[src/hw/rtl/packed_17bit_3d_store_assert.svh]
// Assertion macros for the packed 17-bit 3D store.
// Used by the top level; relies on clk and rst_n in the including scope.
`ifndef PACKED_17BIT_3D_STORE_ASSERT_SVH
`define PACKED_17BIT_3D_STORE_ASSERT_SVH

`ifndef SYNTHESIS

`define P17S_ASSERT_IMP(name, ante, cons, msg) \
  name: assert property (@(posedge clk) disable iff (!rst_n) (ante) |-> (cons)) \
    else $error(msg);

`define P17S_ASSERT_NXT(name, ante, cons, msg) \
  name: assert property (@(posedge clk) disable iff (!rst_n) (ante) |=> (cons)) \
    else $error(msg);

`else

`define P17S_ASSERT_IMP(name, ante, cons, msg)

`define P17S_ASSERT_NXT(name, ante, cons, msg)

`endif

`endif

[src/hw/rtl/p17s_pkg.sv]
// Shared widths, codes and types for the packed 17-bit 3D store.
// No dependencies.
package p17s_pkg;

  localparam int ELEM_W  = 17;
  localparam int ELEM_BITS = 17;
  localparam int BYTE_W  = 8;
  localparam int WIN_W   = 24;
  localparam int COORD_W = 13;
  localparam int DIM_W   = 13;
  localparam int VAL_W   = 32;
  localparam int ST_W    = 2;
  localparam int CFG_IDX_W = 2;

  localparam logic [ST_W-1:0] ST_OK    = 2'd0;
  localparam logic [ST_W-1:0] ST_INDEX = 2'd1;
  localparam logic [ST_W-1:0] ST_BIG   = 2'd2;

  localparam logic OP_READ  = 1'b0;
  localparam logic OP_WRITE = 1'b1;

  localparam logic [CFG_IDX_W-1:0] CFG_DIM_X = 2'd0;
  localparam logic [CFG_IDX_W-1:0] CFG_DIM_Y = 2'd1;
  localparam logic [CFG_IDX_W-1:0] CFG_DIM_Z = 2'd2;

  // index unit status toward the sequencer
  typedef struct packed {
    logic       done;
    logic       err;
    logic [2:0] offs;
  } p17s_ix_stat_t;

endpackage

[src/hw/rtl/p17s_index.sv]
// Four-stage index pipeline: bounds check, linear index, bit position.
// Depends on p17s_pkg.
module p17s_index import p17s_pkg::*; #(
  parameter int MAX_ENTRIES = 4096,
  parameter int ADDR_W      = 14
) (
  input  logic                      clk,
  input  logic                      rst_n,
  input  logic                      start,
  input  logic signed [COORD_W-1:0] coord_x,
  input  logic signed [COORD_W-1:0] coord_y,
  input  logic signed [COORD_W-1:0] coord_z,
  input  logic [DIM_W-1:0]          dim_x,
  input  logic [DIM_W-1:0]          dim_y,
  input  logic [DIM_W-1:0]          dim_z,
  output logic [ADDR_W-1:0]         byte_addr,
  output p17s_ix_stat_t             stat
);

  localparam int CM_W   = COORD_W - 1;          // magnitude of a valid coordinate
  localparam int YP_W   = CM_W + DIM_W;
  localparam int DXY_W  = 2 * DIM_W;
  localparam int ZP_W   = CM_W + DXY_W;
  localparam int S2_W   = YP_W + 1;
  localparam int IDXF_W = ZP_W + 1;
  localparam int IDX_W  = $clog2(MAX_ENTRIES + 1);
  localparam int BP_W   = $clog2(MAX_ENTRIES * ELEM_BITS);
  localparam logic [IDXF_W-1:0] MAX_IDX = IDXF_W'(MAX_ENTRIES);

  logic v1_r, v2_r, v3_r, v4_r;
  logic err1_r, err2_r, err3_r, err4_r;
  logic [CM_W-1:0]   x1_r, z1_r;
  logic [YP_W-1:0]   yp1_r;
  logic [DXY_W-1:0]  dxy1_r;
  logic [ZP_W-1:0]   zp2_r;
  logic [S2_W-1:0]   s2_r;
  logic [IDXF_W-1:0] idx3_r;
  logic [IDXF_W-1:0] idx_sum;
  logic [BP_W-1:0]   bp4_r;
  logic x_ok, y_ok, z_ok;

  assign x_ok = !coord_x[COORD_W-1] && (DIM_W'(coord_x[CM_W-1:0]) < dim_x);
  assign y_ok = !coord_y[COORD_W-1] && (DIM_W'(coord_y[CM_W-1:0]) < dim_y);
  assign z_ok = !coord_z[COORD_W-1] && (DIM_W'(coord_z[CM_W-1:0]) < dim_z);
  assign idx_sum = IDXF_W'(s2_r) + IDXF_W'(zp2_r);

  always_ff @(posedge clk) begin
    if (!rst_n) begin
      v1_r <= 1'b0;
      v2_r <= 1'b0;
      v3_r <= 1'b0;
      v4_r <= 1'b0;
    end else begin
      v1_r <= start;
      v2_r <= v1_r;
      v3_r <= v2_r;
      v4_r <= v3_r;
    end
  end

  always_ff @(posedge clk) begin
    // stage 1: range check and first products
    err1_r <= !(x_ok && y_ok && z_ok);
    x1_r   <= coord_x[CM_W-1:0];
    z1_r   <= coord_z[CM_W-1:0];
    yp1_r  <= YP_W'(coord_y[CM_W-1:0]) * YP_W'(dim_x);
    dxy1_r <= DXY_W'(dim_x) * DXY_W'(dim_y);
    // stage 2: z plane product, row sum
    err2_r <= err1_r;
    zp2_r  <= ZP_W'(z1_r) * ZP_W'(dxy1_r);
    s2_r   <= S2_W'(x1_r) + S2_W'(yp1_r);
    // stage 3: linear index and capacity check
    err3_r <= err2_r || (idx_sum >= MAX_IDX);
    idx3_r <= idx_sum;
    // stage 4: bit position = index * 17
    err4_r <= err3_r;
    bp4_r  <= (BP_W'(idx3_r[IDX_W-1:0]) << 4) + BP_W'(idx3_r[IDX_W-1:0]);
  end

  assign byte_addr = ADDR_W'(bp4_r >> 3);
  assign stat.done = v4_r;
  assign stat.err  = err4_r;
  assign stat.offs = bp4_r[2:0];

endmodule

[config.mk]
export PLATFORM = sky130hd
export DESIGN_NAME = p17s_index
export DESIGN_NICKNAME = d
export VERILOG_FILES = /design/src/hw/rtl/packed_17bit_3d_store_assert.svh /design/src/hw/rtl/p17s_pkg.sv /design/src/hw/rtl/p17s_index.sv
export SDC_FILE = /design/constraint.sdc
export NUM_CORES = 2
export LEC_CHECK = 0
export ABC_AREA = 1
export BUFFER_PORTS_ARGS = -buffer_cell sky130_fd_sc_hd__buf_2
export CAP_MARGIN = 20
export CORE_ASPECT_RATIO = 0.5
export CORE_UTILIZATION = 40
export CTS_CLUSTER_SIZE = 8
export DETAILED_ROUTE_END_ITERATION = 12
export PLACE_DENSITY = 0.51
export SLEW_MARGIN = 20
export SYNTH_ARGS = -nofsm -noshare
export SYNTH_HDL_FRONTEND = slang
export SYNTH_SLANG_ARGS = --single-unit
[constraint.sdc]
create_clock -name clk -period 7.5 [get_ports clk]
set_clock_uncertainty 0.05 [all_clocks]
set_input_delay 2.25 -clock clk [delete_from_list [all_inputs] [get_ports clk]]
set_output_delay 2.25 -clock clk [all_outputs]
set_load 0.01 [all_outputs]
== Word level (Yosys, flattened, before mapping) ==
Index checks and enable logic that the tools add are counted.
Storage, ports and cells
  flip-flop bits (word level): 177
  input port bits: 81
  output and inout bits: 19
  latch bits: 0
  bits in read-only memories: 0
  memories kept: 0
  RAM bits: 0
Operators by class
  divide/modulo/power cells: 0
  $mul: 3
  equality and inequality tests: 0
  shift operators: 0
  bitwise operators: 0
  reductions and logical operators: 10
  add/sub/neg operators: 3
  mux-type cells: 0
  $lt $le $gt $ge: 4
Operators by type and width (number)
  26-bit by 38-bit adder with 39-bit output: 1
  39-bit by 13-bit greater-or-equal comparator with 1-bit output (second input constant): 1
  12-bit by 13-bit less-than comparator with 1-bit output: 3
  12-bit by 26-bit multiplier with 38-bit output: 1
  12-bit by 25-bit adder with 26-bit output: 1
  13-bit by 13-bit multiplier with 26-bit output: 1
  12-bit by 13-bit multiplier with 25-bit output: 1
  17-bit by 13-bit adder with 17-bit output: 1
  1-bit logical AND: 5
  1-bit zero test: 4
  1-bit logical OR: 1

== Logic depth before layout (Yosys ltp) ==
  depth after elaboration: 5
  depth in mapped cells: 26
  gate-level depth less buffers: 24

== Least setup slack after synthesis ==
Ideal clock, no wire load.
  kind: in2reg
  start point: input port dim_x[3]
  end point: register yp1_r[21]
  path slack: 0.438 ns
  data arrival time: 6.892 ns
  stages on the path: 21
  data required time: 7.329 ns
  path buffers: 2
  cells stage by stage: clkbuf_1 -> clkbuf_1 -> nand2_1 -> fa_1 -> inv_1 -> fa_1 -> inv_1 -> fa_1 -> inv_1 -> fa_1 -> inv_1 -> fa_1 -> inv_1 -> ha_1 -> a21oi_1 -> nand3_1 -> a31oi_1 -> o21bai_1 -> nand2_1 -> nand2_1 -> xor2_1
Between the ends
  word-level cells in the longest chain between the ends: 1
Ends and longest elaborated chain
  start: declaration: line p17s_index.sv:13  | input logic [DIM_W-1:0] dim_x,
  12-bit by 13-bit multiplier with 25-bit output: line p17s_index.sv:66  | yp1_r <= YP_W'(coord_y[CM_W-1:0]) * YP_W'(dim_x);
  end signal: assignment: line p17s_index.sv:66
  end: declaration: line p17s_index.sv:33  | logic [YP_W-1:0] yp1_r;
No other way between the ends.
A chain may end at the register's enable or synchronous reset.

== Worst setup path after layout ==
  start point: input port dim_x[7]
  end point: register yp1_r[21]
Same word-level chain as after synthesis.

==> run_results.csv <==
group,metric,value,unit
outcome,outcome,"complete, but fails checks",
outcome,violations,"DRC",
yosys,yosysUniqueCellTypes,51,
placement,gp_congestion,0.900,
hold_path,hold_class,"reg2reg",
clocking,cts_resized,0,
placement,numPlacedInstances,4800,
clocking,clk_latency,0.47,ns
die,die_area,73700,sq um
worst_setup_path,r2r_start,"z1_r[5]",
global_routing,grt_use_total,0.223,
worst_setup_path,start_kind,"primary input",
clocking,cts_hold_buf,0,
clocking,cts_buffer_depth,2,
route,drtIter0Drc,1509,
worst_setup_path,reg2reg_to,"zp2_r[25]",
yosys,synth_ff_type,"dfxtp_1",
route,wl_per_cell,16.4,um
layout,drive_above_1_share,0.0604,
global_routing,grt_first_pass_wirelength,129000,um
timing,hold_viol,0,
yosys,yosys.area.top_type,"fa_1",
worst_setup_path,crit_required,7.81,ns
yosys,synth_seq_cells,177,
clocking,clk_pin_slew,0.09,ns
worst_setup_path,cp.depth,21,
worst_setup_path,reg2regPathDepth,19,
placement,dp_hpwl,67600,um
yosys,netlist_area,29000,sq um
worst_setup_path,slowest_stage,"fa_1",
timing,fmax,147,MHz
worst_setup_path,arrival,7.09,ns
placement,dp_slack,0.237,ns
job,maxCapViolCount,0,
layout,n_fill_cell,7341,
clocking,cts_buffers,17,
global_routing,grt_pass1_vias,23841,
global_routing,antenna_found_initial,2,
die,start_util,0.407,
die,die-height,193,um
layout,instances_no_fill,4833,
timing,setup_viol,0,
timing,setup_ws,0.714,ns
worst_setup_path,crit_top_cell,"fa_1",
clocking,post_cts_buffers,0,
layout,fin_nets,4706,
die,io_pins,100,
timing,min_period,6.79,ns
yosys,synth_top_area_share,0.327,
global_routing,grt_max_degree,27,
yosys,synth_most_common_cell,"nand2_1",
die,core,71400,sq um
yosys,netlist_instances,3828,
worst_setup_path,crit_type,"in2reg",
yosys,synth_common_cells,"1084 x nand2_1, 993 x inv_1, 474 x fa_1, 290 x ha_1, 177 x dfxtp_1",
hold_path,holdPathStages,0,
worst_setup_path,path_buf_inv,6,
route,totalWireLength,79000,um
layout,multi_input_area,21200,sq um
worst_setup_path,path_max_fanout,19,
yosys,syn_avg_cell_area,7.58,sq um
clocking,cts_root_buf,"clkbuf_16",
layout,regArea,3550,sq um
yosys,synthTopCellsByArea,"fa_1 33%, nand2_1 14%, inv_1 13%, ha_1 12%, dfxtp_1 12%",
timing,fin_crit_sh,0.905,
route,num_vias,22947,
timing,tns,0,ns
worst_setup_path,crit_chain,"buf_2 -> buf_4 -> nand2_1 -> fa_1 -> fa_1 -> inv_1 -> fa_1 -> inv_1 -> fa_1 -> inv_1 -> fa_1 -> ha_1 -> a21oi_1 -> inv_1 -> nand2_1 -> nand3_1 -> a31oi_1 -> o21bai_1 -> nand2_1 -> nand2_1 -> xor2_1",
die,dieWidth,383,um
timing,slew_violations,0,
clocking,cts_htree_levels,4,
yosys,synth-warning-count,0,
yosys,synth_fp_nets,4673,
clocking,clock_sinks,177,
yosys,async_flop_share,0,
hold_path,min_to,"err2_r",
hold_path,hold_start,"err1_r",
layout,area_growth,7.47,%
timing,worstMarginPinSlew,0.955,ns
route,drt_pass1_iterations,9,
route,vias_per_cell,4.75,
worst_setup_path,r2r_slack,1.70,ns
yosys,synth_edf_count,0,
die,num_rows,69,
placement,port-buffer-count,99,
route,drc,12,
global_routing,grt_overflow,0,
worst_setup_path,crit_family,"adder cells",
worst_setup_path,slowest_delay,0.53,ns
timing,slew_headroom,0.362,
timing,rsz0062_at_grt,"false",
worst_setup_path,critPathCaptureType,"flip-flop",
clocking,cts_tree,"built",
route,ant_nets,0,
yosys,ys_seq_area_frac,0.122,
metal layers:
metal	vias to the layer above	track usage	wire, um
met1	11205	0.335	41300
met4	0	0.0360	694
met2	447	0.352	33900
met3	44	0.0220	3170
li1	11251	-	-
met5	-	0	0
area by class of cell:
| cell class | count | share of cell area |
|---|---|---|
| tap | 958 | 0.0384 |
| sequential | 177 | 0.114 |
| inverter | 999 | 0.120 |
| antenna | 1 | 0.0000802 |
| clock inverter | 15 | 0.00614 |
| clock buffer | 17 | 0.0136 |
| multi-input combinational | 2523 | 0.681 |
| timing repair buffer | 143 | 0.0269 |
placed cells by master (no fill, tap or decap), drive strengths merged, types with 4 or more instances in the layout:
cell type  synthesis  final
nor3              23     23
a31oi              5      5
nor2             141    141
nand4             28     28
a21boi             7      7
xnor2             47     47
ha               290    290
inv              998   1008
nand2           1096   1096
buf                6    143
a21oi            129    129
clkbuf           123     17
nor4               7      7
xor2              75     75
fa               474    474
o221ai             5      5
a21o              15     15
nand3b            10     10
o211ai             6      6
dfxtp            177    177
o21ai             56     56
clkinv             1      6
o21a               4      4
nand3             76     76
o21bai             7      7
sequential cells by signal (all words and copies together), names as in the netlist:
| signal | cells |
|---|---|
| zp2_r | 38 |
| dxy1_r | 26 |
| s2_r | 26 |
| yp1_r | 25 |
| bp4_r | 17 |
| idx3_r | 13 |
| x1_r | 12 |
| z1_r | 12 |
| err1_r | 1 |
| err2_r | 1 |
| err3_r | 1 |
| err4_r | 1 |
| v1_r | 1 |
| v2_r | 1 |
| v3_r | 1 |
| v4_r | 1 |
cell families (layout without fill, tap and decap cells):
| kind of cell | Yosys count | count (layout) | share of synthesized area |
|---|---|---|---|
| other cells | 0 | 1 | 0 |
| xor+xnor | 122 | 122 | 0.0368 |
| buf+inv | 1128 | 1174 | 0.146 |
| compound gates | 246 | 246 | 0.0498 |
| fa+ha+maj | 764 | 764 | 0.452 |
| flops | 177 | 177 | 0.122 |
| simple gates | 1391 | 1391 | 0.193 |
worst max-delay path by stage:
stage               startpoint    endpoint  slack (ns)
floorplan             dim_x[3]   yp1_r[21]        0.44
global placement      dim_x[5]  dxy1_r[21]        0.32
detailed placement    dim_x[7]   yp1_r[21]        0.24
CTS                   dim_x[7]   yp1_r[21]        0.74
global route          dim_x[7]   yp1_r[21]        0.42
finish                dim_x[7]   yp1_r[21]        0.71
through the flow:
step | hold slack, ns | utilization | instance area (sq um)
floorplan | 0.260 | - | 29000
detailed placement | 0.262 | 0.428 | 30600
finish | 0.277 | 0.437 | 31200
global route | 0.295 | 0.437 | 31200
global placement | 0.264 | 0.428 | 30600
CTS | 0.279 | 0.437 | 31200
Power is left out: the tool's default activity adds up to more than one toggle a clock period on the data nets, which glitch-free logic cannot reach.
